--- config.mk ---
export PLATFORM = sky130hd
export DESIGN_NAME = hopfield_neuron_update_top
export DESIGN_NICKNAME = d
export VERILOG_FILES = /design/src/rtl/hnu_pkg.sv /design/src/rtl/hopfield_neuron_update_top.sv /design/src/rtl/hnu_ram.sv /design/src/rtl/hnu_datapath.sv /design/src/rtl/hnu_ctrl.sv
export SDC_FILE = /design/constraint.sdc
export NUM_CORES = 1
export LEC_CHECK = 0
export ABC_AREA = 0
export BUFFER_PORTS_ARGS = -buffer_cell sky130_fd_sc_hd__buf_2
export CORE_ASPECT_RATIO = 0.9
export CORE_MARGIN = 5
export CORE_UTILIZATION = 57
export DETAILED_ROUTE_END_ITERATION = 8
export HOLD_SLACK_MARGIN = 0.02
export PLACE_DENSITY = 0.73
export SYNTH_ARGS = -nofsm -noshare
export SYNTH_HDL_FRONTEND = slang
export SYNTH_SLANG_ARGS = --single-unit
--- constraint.sdc ---
create_clock -name i_clk -period 4.1 [get_ports i_clk]
set_input_delay 0.205 -clock i_clk [delete_from_list [all_inputs] [get_ports i_clk]]
set_output_delay 0.205 -clock i_clk [all_outputs]
set_load 0.05 [all_outputs]
--- src/rtl/hnu_pkg.sv ---
package hnu_pkg;

    localparam int NEURONS = 6;
    localparam int CNT_W   = $clog2(NEURONS);
    localparam int DEPTH   = NEURONS * NEURONS;
    localparam int ADDR_W  = $clog2(DEPTH);
    localparam int ACT_W   = 2;
    localparam int IDX_W   = 3;
    localparam int VAL_W   = 16;
    localparam int VEC_W   = 6;
    localparam int EN_W    = 22;
    localparam int VIS_N   = (NEURONS < VEC_W) ? NEURONS : VEC_W;
    localparam int ACC_W   = $clog2((NEURONS * NEURONS + 2 * NEURONS) * 32768) + 2;

    localparam logic signed [ACC_W-1:0] E_MAX = ACC_W'(2097151);
    localparam logic signed [ACC_W-1:0] E_MIN = ACC_W'(-2097152);

    typedef enum logic [ACT_W-1:0] {
        ACT_WRITE_W = 2'd0,
        ACT_WRITE_T = 2'd1,
        ACT_SET_BIT = 2'd2,
        ACT_UPDATE  = 2'd3
    } t_action;

    typedef struct packed {
        logic load;
        logic wr_w1;
        logic wr_w2;
        logic wr_thr;
        logic set_bit;
        logic clr_acc;
        logic rst_cnt;
        logic upd_issue;
        logic en_issue;
        logic upd_apply;
        logic thr_add;
        logic out_fire;
    } t_dp_cmd;

    typedef struct packed {
        t_action action;
        logic    row_ok;
        logic    pair_ok;
        logic    j_last;
        logic    i_last;
    } t_dp_sts;

endpackage

--- src/rtl/hopfield_neuron_update_top.sv ---
// Channel   Handshake          Beat contents
// command   start, busy        i_action, i_row_index, i_col_index, i_fixed_value, i_bit_value
// result    o_valid (strobe)   o_neuron_bit, o_state_vector, o_energy
//
// A beat is taken when start is high and busy is low; busy falls as the result appears.
// Busy covers a sweep of all weight pairs and thresholds by one shared accumulator,
// preceded by a second write through the single weight RAM write port for a weight pair
// write and by one row sweep for an update. A new beat is taken only after the last result.
// Reset is synchronous and active low and clears states, weights and thresholds at once.
// The result strobe is high for one cycle and cannot be stalled.
module hopfield_neuron_update_top (
    input  logic                             i_clk,
    input  logic                             i_rst_n,
    input  logic                             start,
    output logic                             busy,
    input  logic [hnu_pkg::ACT_W-1:0]        i_action,
    input  logic [hnu_pkg::IDX_W-1:0]        i_row_index,
    input  logic [hnu_pkg::IDX_W-1:0]        i_col_index,
    input  logic signed [hnu_pkg::VAL_W-1:0] i_fixed_value,
    input  logic                             i_bit_value,
    output logic                             o_valid,
    output logic                             o_neuron_bit,
    output logic [hnu_pkg::VEC_W-1:0]        o_state_vector,
    output logic signed [hnu_pkg::EN_W-1:0]  o_energy
);
    import hnu_pkg::*;

    t_dp_cmd cmd;
    t_dp_sts sts;

    hnu_ctrl u_ctrl (
        .i_clk   (i_clk),
        .i_rst_n (i_rst_n),
        .i_start (start),
        .o_busy  (busy),
        .i_sts   (sts),
        .o_cmd   (cmd)
    );

    hnu_datapath u_dp (
        .i_clk          (i_clk),
        .i_rst_n        (i_rst_n),
        .i_cmd          (cmd),
        .o_sts          (sts),
        .i_action       (i_action),
        .i_row_index    (i_row_index),
        .i_col_index    (i_col_index),
        .i_fixed_value  (i_fixed_value),
        .i_bit_value    (i_bit_value),
        .o_valid        (o_valid),
        .o_neuron_bit   (o_neuron_bit),
        .o_state_vector (o_state_vector),
        .o_energy       (o_energy)
    );

endmodule

--- src/rtl/hnu_ram.sv ---
module hnu_ram #(
    parameter int WIDTH = 16,
    parameter int DEPTH = 36,
    localparam int AW = $clog2(DEPTH)
) (
    input  logic             i_clk,
    input  logic             i_we,
    input  logic [AW-1:0]    i_waddr,
    input  logic [WIDTH-1:0] i_wdata,
    input  logic [AW-1:0]    i_raddr,
    output logic [WIDTH-1:0] o_rdata
);

    logic [WIDTH-1:0] r_mem [DEPTH];

    always_ff @(posedge i_clk) begin
        if (i_we) begin
            r_mem[i_waddr] <= i_wdata;
        end
        o_rdata <= r_mem[i_raddr];
    end

endmodule

--- src/rtl/hnu_datapath.sv ---
module hnu_datapath (
    input  logic                                i_clk,
    input  logic                                i_rst_n,
    input  hnu_pkg::t_dp_cmd                    i_cmd,
    output hnu_pkg::t_dp_sts                    o_sts,
    input  logic [hnu_pkg::ACT_W-1:0]           i_action,
    input  logic [hnu_pkg::IDX_W-1:0]           i_row_index,
    input  logic [hnu_pkg::IDX_W-1:0]           i_col_index,
    input  logic signed [hnu_pkg::VAL_W-1:0]    i_fixed_value,
    input  logic                                i_bit_value,
    output logic                                o_valid,
    output logic                                o_neuron_bit,
    output logic [hnu_pkg::VEC_W-1:0]           o_state_vector,
    output logic signed [hnu_pkg::EN_W-1:0]     o_energy
);
    import hnu_pkg::*;

    t_action                   r_action;
    logic [IDX_W-1:0]          r_row;
    logic [IDX_W-1:0]          r_col;
    logic signed [VAL_W-1:0]   r_val;
    logic                      r_bit;
    logic [NEURONS-1:0]        r_states;
    logic signed [VAL_W-1:0]   r_thr [NEURONS];
    logic [DEPTH-1:0]          r_wvalid;
    logic [CNT_W-1:0]          r_i;
    logic [CNT_W-1:0]          r_j;
    logic signed [ACC_W-1:0]   r_acc;
    logic                      r_pend;
    logic                      r_pend_use;
    logic                      r_pend_neg;
    logic                      r_rd_valid;

    logic [CNT_W-1:0]          row_ix;
    logic [CNT_W-1:0]          col_ix;
    logic [CNT_W-1:0]          thr_ix;
    logic                      row_ok;
    logic                      col_ok;
    logic [ADDR_W-1:0]         waddr;
    logic [ADDR_W-1:0]         raddr;
    logic                      we;
    logic                      mask;
    logic [VAL_W-1:0]          rdata;
    logic signed [VAL_W-1:0]   thr_rd;
    logic signed [ACC_W-1:0]   w_term;
    logic signed [ACC_W-1:0]   thr_term;
    logic signed [ACC_W-1:0]   sat;

    function automatic logic [ADDR_W-1:0] f_addr(input logic [CNT_W-1:0] a,
                                                 input logic [CNT_W-1:0] b);
        return ADDR_W'(ADDR_W'(a) * ADDR_W'(NEURONS) + ADDR_W'(b));
    endfunction

    assign row_ix = CNT_W'(r_row);
    assign col_ix = CNT_W'(r_col);
    assign row_ok = int'(r_row) < NEURONS;
    assign col_ok = int'(r_col) < NEURONS;

    assign o_sts.action  = r_action;
    assign o_sts.row_ok  = row_ok;
    assign o_sts.pair_ok = row_ok && col_ok && (r_row != r_col);
    assign o_sts.j_last  = int'(r_j) == NEURONS - 1;
    assign o_sts.i_last  = int'(r_i) == NEURONS - 1;

    assign we    = i_cmd.wr_w1 | i_cmd.wr_w2;
    assign waddr = i_cmd.wr_w2 ? f_addr(col_ix, row_ix) : f_addr(row_ix, col_ix);
    assign raddr = i_cmd.upd_issue ? f_addr(row_ix, r_j) : f_addr(r_i, r_j);
    assign mask  = i_cmd.upd_issue ? r_states[r_j] : (r_states[r_i] & r_states[r_j]);

    assign thr_ix   = i_cmd.upd_apply ? row_ix : r_i;
    assign thr_rd   = r_thr[thr_ix];
    assign w_term   = r_rd_valid ? ACC_W'(signed'(rdata)) : '0;
    assign thr_term = ACC_W'(thr_rd) <<< 1;

    always_comb begin
        if (r_acc > E_MAX) begin
            sat = E_MAX;
        end else if (r_acc < E_MIN) begin
            sat = E_MIN;
        end else begin
            sat = r_acc;
        end
    end

    hnu_ram #(
        .WIDTH (VAL_W),
        .DEPTH (DEPTH)
    ) u_wram (
        .i_clk   (i_clk),
        .i_we    (we),
        .i_waddr (waddr),
        .i_wdata (r_val),
        .i_raddr (raddr),
        .o_rdata (rdata)
    );

    always_ff @(posedge i_clk) begin
        if (!i_rst_n) begin
            r_states   <= '0;
            r_wvalid   <= '0;
            r_i        <= '0;
            r_j        <= '0;
            r_acc      <= '0;
            r_pend     <= 1'b0;
            r_pend_use <= 1'b0;
            r_pend_neg <= 1'b0;
            r_rd_valid <= 1'b0;
            o_valid    <= 1'b0;
            for (int k = 0; k < NEURONS; k++) begin
                r_thr[k] <= '0;
            end
        end else begin
            o_valid    <= i_cmd.out_fire;
            r_pend     <= i_cmd.upd_issue | i_cmd.en_issue;
            r_pend_use <= mask;
            r_pend_neg <= i_cmd.en_issue;
            r_rd_valid <= r_wvalid[raddr];

            if (we) begin
                r_wvalid[waddr] <= 1'b1;
            end
            if (i_cmd.wr_thr) begin
                r_thr[row_ix] <= r_val;
            end
            if (i_cmd.set_bit) begin
                r_states[row_ix] <= r_bit;
            end
            if (i_cmd.upd_apply) begin
                r_states[row_ix] <= !(r_acc < ACC_W'(thr_rd));
            end

            if (i_cmd.clr_acc) begin
                r_acc <= '0;
            end else if (r_pend && r_pend_use) begin
                r_acc <= r_pend_neg ? (r_acc - w_term) : (r_acc + w_term);
            end else if (i_cmd.thr_add && r_states[r_i]) begin
                r_acc <= r_acc + thr_term;
            end

            if (i_cmd.rst_cnt) begin
                r_i <= '0;
                r_j <= '0;
            end else if (i_cmd.upd_issue) begin
                r_j <= r_j + 1'b1;
            end else if (i_cmd.en_issue) begin
                if (o_sts.j_last) begin
                    r_j <= '0;
                    r_i <= r_i + 1'b1;
                end else begin
                    r_j <= r_j + 1'b1;
                end
            end else if (i_cmd.thr_add) begin
                r_i <= r_i + 1'b1;
            end
        end
    end

    always_ff @(posedge i_clk) begin
        if (i_cmd.load) begin
            r_action <= t_action'(i_action);
            r_row    <= i_row_index;
            r_col    <= i_col_index;
            r_val    <= i_fixed_value;
            r_bit    <= i_bit_value;
        end
        if (i_cmd.out_fire) begin
            o_neuron_bit   <= row_ok ? r_states[row_ix] : 1'b0;
            o_state_vector <= VEC_W'(r_states[VIS_N-1:0]);
            o_energy       <= EN_W'(sat);
        end
    end

endmodule

--- src/rtl/hnu_ctrl.sv ---
module hnu_ctrl (
    input  logic             i_clk,
    input  logic             i_rst_n,
    input  logic             i_start,
    output logic             o_busy,
    input  hnu_pkg::t_dp_sts i_sts,
    output hnu_pkg::t_dp_cmd o_cmd
);
    import hnu_pkg::*;

    typedef enum logic [3:0] {
        S_IDLE,
        S_DECODE,
        S_WR2,
        S_UPD,
        S_UPD_DRAIN,
        S_UPD_APPLY,
        S_EN,
        S_EN_DRAIN,
        S_THR,
        S_DONE
    } t_state;

    t_state r_state;
    t_state n_state;
    logic   r_busy;
    logic   n_busy;

    assign o_busy = r_busy;

    always_comb begin
        o_cmd   = '0;
        n_state = r_state;
        n_busy  = r_busy;
        case (r_state)
            S_IDLE: begin
                if (i_start) begin
                    o_cmd.load = 1'b1;
                    n_busy     = 1'b1;
                    n_state    = S_DECODE;
                end
            end
            S_DECODE: begin
                o_cmd.clr_acc = 1'b1;
                o_cmd.rst_cnt = 1'b1;
                n_state       = S_EN;
                if (i_sts.row_ok) begin
                    case (i_sts.action)
                        ACT_WRITE_W: begin
                            if (i_sts.pair_ok) begin
                                o_cmd.wr_w1 = 1'b1;
                                n_state     = S_WR2;
                            end
                        end
                        ACT_WRITE_T: o_cmd.wr_thr  = 1'b1;
                        ACT_SET_BIT: o_cmd.set_bit = 1'b1;
                        ACT_UPDATE:  n_state       = S_UPD;
                        default:     n_state       = S_EN;
                    endcase
                end
            end
            S_WR2: begin
                o_cmd.wr_w2 = 1'b1;
                n_state     = S_EN;
            end
            S_UPD: begin
                o_cmd.upd_issue = 1'b1;
                if (i_sts.j_last) begin
                    n_state = S_UPD_DRAIN;
                end
            end
            S_UPD_DRAIN: begin
                n_state = S_UPD_APPLY;
            end
            S_UPD_APPLY: begin
                o_cmd.upd_apply = 1'b1;
                o_cmd.clr_acc   = 1'b1;
                o_cmd.rst_cnt   = 1'b1;
                n_state         = S_EN;
            end
            S_EN: begin
                o_cmd.en_issue = 1'b1;
                if (i_sts.i_last && i_sts.j_last) begin
                    n_state = S_EN_DRAIN;
                end
            end
            S_EN_DRAIN: begin
                o_cmd.rst_cnt = 1'b1;
                n_state       = S_THR;
            end
            S_THR: begin
                o_cmd.thr_add = 1'b1;
                if (i_sts.i_last) begin
                    n_state = S_DONE;
                end
            end
            S_DONE: begin
                o_cmd.out_fire = 1'b1;
                n_busy         = 1'b0;
                n_state        = S_IDLE;
            end
            default: begin
                n_busy  = 1'b0;
                n_state = S_IDLE;
            end
        endcase
    end

    always_ff @(posedge i_clk) begin
        if (!i_rst_n) begin
            r_state <= S_IDLE;
            r_busy  <= 1'b0;
        end else begin
            r_state <= n_state;
            r_busy  <= n_busy;
        end
    end

endmodule

# [Word level (Yosys, flattened, before mapping)]
# Memory sizes are Yosys's and may differ from the RTL's. A register that Yosys moved wholly into a read port is not among the register bits.
# Index checks and enable logic that the tools add are counted.
[op_classes] n_addsub=9 mul=3 n_lt_le_gt_ge=12 eq_ne=20 muxes=69 bitwise_logic=7 reduce_logical=23
[op_table] cell="$mux W23" n=4
[op_table] cell="$or A36 B36 Y36" n=1
[op_table] cell="$pmux W4 S8" n=1
[op_table] cell="$mux W1" n=31
[op_table] cell="$mux W6" n=5
[op_table] cell="$mux W3" n=9
[op_table] cell="$add A6 B3 Y6" n=4
[op_table] cell="$add A23 B17 Y23" n=1
[op_table] cell="$add A23 B23 Y23" n=1
[op_table] cell="$gt A23 B22 Y1 const B" n=1
[op_table] cell="$lt A23 B16 Y1" n=1
[op_table] cell="$lt A23 B22 Y1 const B" n=1
[op_table] cell="$sub A23 B23 Y23" n=1
[op_table] cell="$mux W22" n=1
[op_table] cell="$mux W4" n=5
[op_table] cell="$eq A4 B3 Y1 const B" n=4
[op_table] cell="$mux W16" n=1
[op_table] cell="$reduce_or A16 Y1" n=1
[op_table] cell="$mul A3 B2 Y5 const B" n=3
[op_table] cell="$lt A6 B7 Y1 const B" n=2
[op_table] cell="$bwmux W6" n=2
[op_table] cell="$lt A3 B4 Y1 const B" n=3
[op_table] cell="$bmux W1 S3" n=3
[op_table] cell="$eq A4 B2 Y1 const B" n=2
[op_table] cell="32 further kinds" n=55
[word_totals] regBits=135 ram_bits=672 out_inout_bits=31 memories=2
[mem_list] memory="u_dp.u_wram.r_mem" depth=36 word_bits=16 rd=1 rd_clocked_by_memory_dff=1 write_ports=1 line="hnu_ram.sv:14" text="logic [WIDTH-1:0] r_mem [DEPTH];"
[mem_list] memory="u_dp.r_thr" depth=6 word_bits=16 rd=1 rd_clocked_by_memory_dff=0 write_ports=6 line="hnu_datapath.sv:24" text="logic signed [VAL_W-1:0] r_thr [NEURONS];"

# [Logic depth before layout (Yosys ltp)]
# Gate-level depths: netlist of the first run.
[depth] depth_word=10 ltp_mapped=20 mapped_depth_nobuf=17

# [Modules after synthesis]
# Synthesis of the first run repeated with hierarchy kept, for this count alone.
[hier_totals] hier_cells=2643 area_unflattened_um2=38386.8
[by_module_without_submodules] module="hnu_ram" n_inst=1 cells_per_inst=1201 area_each_um2=23110.9
[by_module_without_submodules] module="hnu_datapath" n_inst=1 cells_per_inst=1385 area_each_um2=14813.0
[by_module_without_submodules] module="hnu_ctrl" n_inst=1 cells_per_inst=57 area_each_um2=462.9

# [Least setup slack after synthesis of the first run]
# OpenSTA, ideal clock, no wires.
[synth_path] path_kind="register to register" start="reg u_ctrl.r_state[0]" end="reg u_dp.r_acc[21]" setup_ns=0.122 t_arrival_ns=4.194 required_time_ns=3.978 path_slack_ns=-0.217 stages_incl_launch_ff=19 n_path_buf=3 period_less_slack_ns=4.317 path_cell_list="dfxtp_1 buf_4 nand4bb_1 buf_2 mux2i_1 buf_2 mux4_2 mux2i_1 inv_1 fa_1 a211oi_1 o21ai_1 a311oi_1 o21ai_1 a21o_1 a31oi_1 o21ai_0 xnor2_1 o21ai_1"
[synth_via] elab_chain_len=7 elab_cells_between_ends=15 classes_between="add/sub (1); eq/ne (3); mux (6); reduce/logical (4); memory (1)"
[synth_lines] item="from (decl)" line="hnu_ctrl.sv:24" text="t_state r_state;"
[synth_lines] item="from (signal assigned)" line="hnu_ctrl.sv:114" text="r_state <= n_state;"
[synth_lines] item="$eq A4 B3 Y1" line="hnu_ctrl.sv:35" text="case (r_state)"
[synth_lines] item="$mux W1" line="hnu_ctrl.sv:35"
[synth_lines] item="$mux W3" line="hnu_datapath.sv:70" text="assign thr_ix = i_cmd.upd_apply ? row_ix : r_i;"
[synth_lines] item="$mem_v2 Z6 W16"
[synth_lines] item="$add A23 B17 Y23" line="hnu_datapath.sv:137" text="r_acc <= r_acc + thr_term;"
[synth_lines] item="$mux W23" line="hnu_datapath.sv:136" text="end else if (i_cmd.thr_add && r_states[r_i]) begin"
[synth_lines] item="$mux W23" line="hnu_datapath.sv:134" text="end else if (r_pend && r_pend_use) begin"
[synth_lines] item="to (signal assigned)" line="hnu_datapath.sv:135" text="r_acc <= r_pend_neg ? (r_acc - w_term) : (r_acc + w_term);"
[synth_lines] item="to (signal assigned)" line="hnu_datapath.sv:137"
[synth_lines] item="to (decl)" line="hnu_datapath.sv:28" text="logic signed [ACC_W-1:0] r_acc;"
# Parallel ways exist; a longest one is shown, timed or not. The select of a mux whose other input is x is not followed.
# A chain may end at the register's enable or synchronous reset.

# [Worst setup path in the final report of the first run]
[layout_path] start="reg u_ctrl.r_state[1]" end="reg u_dp.r_acc[18]"
# Same word-level chain as after synthesis.

==> run metrics, run 1 <==
register area share after synthesis 0.669; Hold Crit Class in2reg; Synth Area in Simple Gates 0.0584; Synth cell types 70; core box area 0.0642 mm²; Register-to-Register Path Depth 20; HPWL after DPL 55.5 mm; Tmin final 4.00 ns; aggregate global-route resource usage 0.256; largest net degree at the start of global routing 47; Mapped Nets 2371; Synth Cell Area 0.0369 mm²; pwr dens 509 mW/mm²; worst rel slew slack 0.0854; Max Cap Viol 0; WL/cell 26.4 µm; Reg2Reg Setup Slack 0.10 ns; worst-skew pair later-pin latency 0.64 ns; Synth Area in XOR/XNOR 0.0156; maximum VDD drop 588 µV; Inst Count DP 3221; CP Max Fanout 7; num rows 88; I/O Buffers 58; share of cells above drive strength 1 0.271; number of flops mapped to enable cells by yosys 758; initial antenna violation count 2; drt pass-1 iters 6; status completed; final hold vios 0; synthesized-area fraction occupied by adder cells 0.0335; WP data required 4.64 ns; clk slew on worst S/H paths 0.07 ns; period utilisation layout 0.975; Mapped Cells 2249; post-synthesis register bit count 855; CP endpoint kind flop; Pleak 14.7 nW; Die X 278 µm; Arr. time, crit path 4.54 ns; Root Driver clkbuf_16; Via density 6.24; CTS tree yes; H-tree depth 3; pre-CTS setup slack -0.307 ns; Layout Cells excl Fill 3409; Worst-Margin Slew 1.37 ns; Compound-Gate Fraction of Synth Area 0.0533; Starting DRT DRC Count 2361; largest family of logic cells by synthesized area multiplexers; Routability Congestion 0.899; Slew Viols, Final 0; nets 2609; Routed WL 90.1 mm; Setup Skew 0.0198 ns; Die H 251 µm; Hold Crit Start i_rst_n; CTS Buffer Depth 3; crit path launch type flop; Total Die Area 0.0700 mm²; r2r endpoint u_dp.r_acc[18]; post-synthesis mux area share 0.151; Most used DFF post-synth edfxtp_1; area growth from synthesis to layout 15.8%; count of final setup violators 0; worst r2r src u_ctrl.r_state[1]; syn avg cell area 16.4 µm²; total global routing overflow 0; Setup WS post-layout 0.103 ns; total clock sinks 855; number of global-route vias before repair 21780; RSZ-0062 raised after global routing true; Min-Delay Path Depth 2; fmax 0.250 GHz; drc violations 0; Routed Antenna Nets 0; commonest non-fill, non-tap cells in the layout 758 x edfxtp_1, 220 x mux4_2, 155 x buf_4; end of the worst hold path u_dp.r_wvalid[23]; initial core utilization 0.575; Ports 59; most common cell after layout, fill and taps aside edfxtp_1; vias 21261; critical path class reg2reg; asr flop ratio synth 0; number of synthesis warnings 0; total CTS buffers 84; first-pass GRT wire length 135 mm
==> synth_stat cells (all sizes together), types with 9 or more instances <==
cell type / count / area, µm²
o21a: 46 / 345
a21o: 19 / 143
mux4: 220 / 4950
o21ai: 87 / 435
xor2: 25 / 219
nand4: 9 / 56.3
nor2: 183 / 689
buf: 39 / 199
edfxtp: 758 / 22800
mux2i: 59 / 594
nor2b: 15 / 93.8
a21oi: 77 / 389
inv: 65 / 244
ha: 86 / 1080
nand3: 19 / 95.1
nand2b: 13 / 81.3
a211oi: 23 / 173
a31oi: 10 / 62.6
dfxtp: 97 / 1940
nor3: 17 / 101
xnor2: 39 / 357
clkbuf: 68 / 255
and2: 40 / 250
nand2: 134 / 503
==> registers in the layout, summed over array words and instances, names as in the netlist, 2 cells and up <==
signal               count
u_dp.r_states            6
u_dp.r_j                 3
u_dp.r_wvalid           36
u_dp.r_val              16
u_dp.u_wram.r_mem      576
u_dp.r_acc              23
u_dp.u_wram.o_rdata     16
u_dp.o_state_vector      6
u_dp.r_thr             128
u_dp.o_energy           22
u_dp.r_i                 3
u_ctrl.r_state           4
u_dp.col_ix              3
u_dp.r_row               3
u_dp.r_action            2
==> cells by family after synthesis <==
group                    Yosys count
flip-flops                       855
XOR/XNOR                          64
multiplexers                     283
AND/OR/NAND/NOR                  469
adder cells (fa/ha/maj)           94
buffers and inverters            172
AO/OA/AOI/OAI                    312
==> power by group <==
group          leakage [nW]  internal [mW]  switching (mW)
sequential             7.74           10.1           0.333
clock                  1.32           4.30            3.28
combinational          5.62           1.48            2.25
total                  14.7           15.9            5.87
==> through the flow <==
stage,util,power [mW],setup TNS [ns],area [µm²],hold slack [ns]
after detailed placement,0.614,14.2,-1.32,39400,0.384
final,0.666,21.8,0,42800,0.101
after CTS,0.661,21.8,0,42500,0.0585
after global placement,0.614,14.1,-0.576,39400,0.382
after floorplan,-,12.8,0,37000,0.304
after global routing,0.666,22.6,-0.295,42800,0.0817
==> worst max-delay path by stage <==
stage / startpoint / to / slack [ns] / depth (start not counted)
6_report: u_ctrl.r_state[1] / u_dp.r_acc[18] / 0.10 / 20
3_5_place_dp: u_ctrl.r_state[1] / u_dp.r_acc[21] / -0.31 / 18
3_3_place_gp: u_ctrl.r_state[1] / u_dp.r_acc[21] / -0.22 / 18
4_1_cts: u_ctrl.r_state[1] / u_dp.r_acc[18] / 0.005 / 21
5_1_grt: u_ctrl.r_state[1] / u_dp.r_acc[18] / -0.09 / 21
2_1_floorplan: u_ctrl.r_state[0] / u_dp.r_acc[21] / 0.05 / 18
==> per-layer routing <==
| metal | vias to the layer above | track usage | routed length [µm] |
|---|---|---|---|
| met5 | - | 0 | 15 |
| met1 | 10823 | 0.335 | 34100 |
| li1 | 9248 | - | - |
| met2 | 996 | 0.434 | 45300 |
| met3 | 192 | 0.0499 | 7140 |
| met4 | 2 | 0.0913 | 3440 |
==> what timing repair did <==
action / in CTS / in global routing
endpoints found under the hold margin: 26 / 0
cloned: 0 / 1
gates resized for setup: 13 / 48
buffers inserted: 2 / 7
pin swaps: 5 / 5
hold buffers: 26 / 0
endpoints found under the setup margin: 13 / 18
==> area by class of cell <==
type | instances | area, µm²
inverters | 65 | 244
diodes | 1 | 2.50
well taps | 855 | 1070
flip-flops and latches | 855 | 24700
clock inverters | 37 | 399
repair buffers | 259 | 2100
fillers | 4209 | 21400
multi-input cells | 1222 | 11900
clock buffers | 115 | 2310
==> worst max-delay path, stage by stage (launching register included) <==
cell	delay, ns
dfxtp_2	0.33
nand4bb_4	0.22
buf_6	0.15
mux2i_4	0.17
buf_12	0.16
clkbuf_16	0.16
buf_4	0.11
mux4_2	0.52
mux2i_1	0.16
buf_4	0.14
inv_2	0.03
ha_1	0.33
a21o_1	0.22
a21oi_2	0.21
buf_4	0.15
o21ai_2	0.08
a21oi_4	0.17
nor2b_4	0.19
xnor2_2	0.11
a21oi_1	0.07
a211oi_1	0.20
(Power assumes the default switching activity.)
==> run 2: changes to the inputs <==
--- a/config.mk
+++ b/config.mk
@@ -9,10 +9,10 @@
 export BUFFER_PORTS_ARGS = -buffer_cell sky130_fd_sc_hd__buf_2
 export CORE_ASPECT_RATIO = 0.9
 export CORE_MARGIN = 5
-export CORE_UTILIZATION = 57
+export CORE_UTILIZATION = 58
 export DETAILED_ROUTE_END_ITERATION = 8
 export HOLD_SLACK_MARGIN = 0.02
-export PLACE_DENSITY = 0.73
+export PLACE_DENSITY = 0.71
 export SYNTH_ARGS = -nofsm -noshare
 export SYNTH_HDL_FRONTEND = slang
 export SYNTH_SLANG_ARGS = --single-unit
==> constraint.sdc (replaced) <==
create_clock -name i_clk -period 5.1 [get_ports i_clk]
set_input_delay 0.255 -clock i_clk [delete_from_list [all_inputs] [get_ports i_clk]]
set_output_delay 0.255 -clock i_clk [all_outputs]
set_load 0.05 [all_outputs]
==> run metrics, run 2 (same netlist as run 1, synthesis figures left out) <==
number of global-route vias before repair 20604 (-5.4%); Slew Viols, Final 0 (unchanged); Root Driver clkbuf_16; maximum VDD drop 348 µV (-41%); CTS tree yes; Pleak 14.3 nW (-2.7%); CP endpoint kind flop; largest net degree at the start of global routing 46 (-2.1%); Arr. time, crit path 5.21 ns (+0.67 ns); FF+latch area 0.0247 mm² (unchanged); final setup TNS 0 ns (unchanged); Routed Antenna Nets 0 (unchanged); core box area 0.0629 mm² (-2.0%); Routability Congestion 0.897 (-0.28%); aggregate global-route resource usage 0.252 (-0.00396); combinational power share 0.160 (-0.011); Total Die Area 0.0688 mm² (-1.7%); initial core utilization 0.587 (+0.0116); final hold vios 0 (unchanged); H-tree depth 3 (unchanged); sw frac 0.264 (-0.00548); initial antenna violation count 3 (+1); worst rel slew slack 0.111 (+0.0252); clk slew on worst S/H paths 0.06 ns (about the same); cell internal pwr 12.8 mW (-19%); RSZ-0062 raised after global routing false; CTS Buffer Depth 3 (unchanged); Largest register FFs 576 (unchanged); Starting DRT DRC Count 2112 (-11%); count of final setup violators 0 (unchanged); Fillers 4231 (+0.52%); commonest non-fill, non-tap cells in the layout 758 x edfxtp_1, 220 x mux4_2, 149 x nor2_1; first-pass GRT wire length 129 mm (-4.0%); status completed; Die X 276 µm (-0.83%); drc violations 0 (unchanged); Sw Pwr 4.60 mW (-22%); WP data required 5.60 ns (+0.96 ns); pre-CTS setup slack 0.182 ns (+0.488 ns); power share of the clock group 0.356 (+0.008); worst-skew pair later-pin latency 0.64 ns (about the same); Setup Skew 0.0264 ns (+0.00660 ns); drt pass-1 iters 5 (-1); total clock sinks 855 (unchanged); num rows 87 (-1.1%); area occupied by multi-input gates 0.0117 mm² (-2.0%); most common cell after layout, fill and taps aside edfxtp_1; Tmin final 4.70 ns (+0.706 ns); Hold Crit Class in2reg; share of cells above drive strength 1 0.233 (-0.0376); sequential group share of total power 0.484 (+0.003); CP Max Fanout 12 (+5); Routed WL 86.3 mm (-4.1%); nets 2535 (-2.8%); vias 20715 (-2.6%); Via density 6.23 (-0.14%); Ports 59 (unchanged); pwr dens 416 mW/mm² (-18%); crit path launch type flop; total global routing overflow 0 (unchanged); I/O Buffers 58 (unchanged); Worst-Margin Slew 1.33 ns (-0.0378 ns); Die H 249 µm (-0.83%); area growth from synthesis to layout 13.5%; period utilisation layout 0.922 (-0.0528); Largest Register u_dp.u_wram.r_mem; HPWL after DPL 54.1 mm (-2.5%); Top Registers u_dp.u_wram.r_mem x576, u_dp.r_thr x128, u_dp.r_wvalid x36; WL/cell 26.0 µm (-1.7%); critical path class reg2reg; Setup WS post-layout 0.397 ns (+0.294 ns); Max Cap Viol 0 (unchanged); total CTS buffers 84 (unchanged); fmax 0.213 GHz (-15%)
-- run 2: power by group through the flow --
stage               clock network, mW  registers (mW)  logic (mW)
floorplan                           0            8.55        1.74
global placement                    0            8.57        2.67
detailed placement                  0            8.59        2.73
CTS                              6.30            8.45        2.77
global route                     6.62            8.47        2.98
finish                           6.21            8.44        2.79
-- run 2: per-stage QoR --
stage / cells / instance area [µm²] / util / power, mW / hold WS, ns
after floorplan: 2249 / 36900 / - / 10.3 / 0.354
after global placement: 3141 / 38800 / 0.617 / 11.2 / 0.431
after detailed placement: 3141 / 38800 / 0.617 / 11.3 / 0.433
after CTS: 3320 / 41800 / 0.665 / 17.5 / 0.138
after global routing: 3325 / 41900 / 0.666 / 18.1 / 0.151
final: 3326 / 41900 / 0.666 / 17.4 / 0.163
-- run 2: area by class of cell --
type	count	share of cell area
Inverter	65	0.00582
Clock inverter	37	0.0111
Sequential cell	855	0.589
Multi-Input combinational cell	1222	0.279
Tap cell	845	0.0252
Timing Repair Buffer	185	0.0344
Clock buffer	116	0.0552
Antenna cell	1	0.0000597
-- run 2: metal layers --
layer  vias to the layer above  track usage  routed length (µm)
met2                       822        0.423               43400
met5                         -            0                  11
li1                       9101            -                   -
met1                     10644        0.347               34700
met3                       146       0.0410                5960
met4                         2       0.0696                2320
-- run 2: final timing paths --
path / end / slack (ns) / cells after the start / startpoint
max: u_dp.r_acc[21] / 0.40 / 17 / u_ctrl.r_state[2]
min reg2reg: u_dp.r_wvalid[9] / 0.46 / 1 / u_dp.r_wvalid[9]
min: u_dp.r_wvalid[27] / 0.16 / 2 / i_rst_n
max reg2reg: u_dp.r_acc[21] / 0.40 / 17 / u_ctrl.r_state[2]
-- run 2: repair_timing --
action | 4_1_cts | 5_1_grt
setup endpoints to repair | 0 | 3
gates resized for setup | 0 | 1
endpoints found under the hold margin | 26 | 0
hold buffers | 26 | 0
setup buffers | 0 | 4
-- run 2: worst max-delay path, stage by stage, from the launching register on --
cell and delay, ns:
dfxtp_2 0.45, nand4bb_1 0.25, buf_4 0.26, a21oi_4 0.42
mux4_2 0.39, mux2i_1 0.29, inv_1 0.13, fa_1 0.47
a211oi_1 0.35, o21ai_1 0.18, a311oi_1 0.26, buf_4 0.19
o21ai_1 0.08, a21o_1 0.22, a31oi_1 0.25, o21ai_0 0.16
xnor2_1 0.16, o21ai_1 0.07
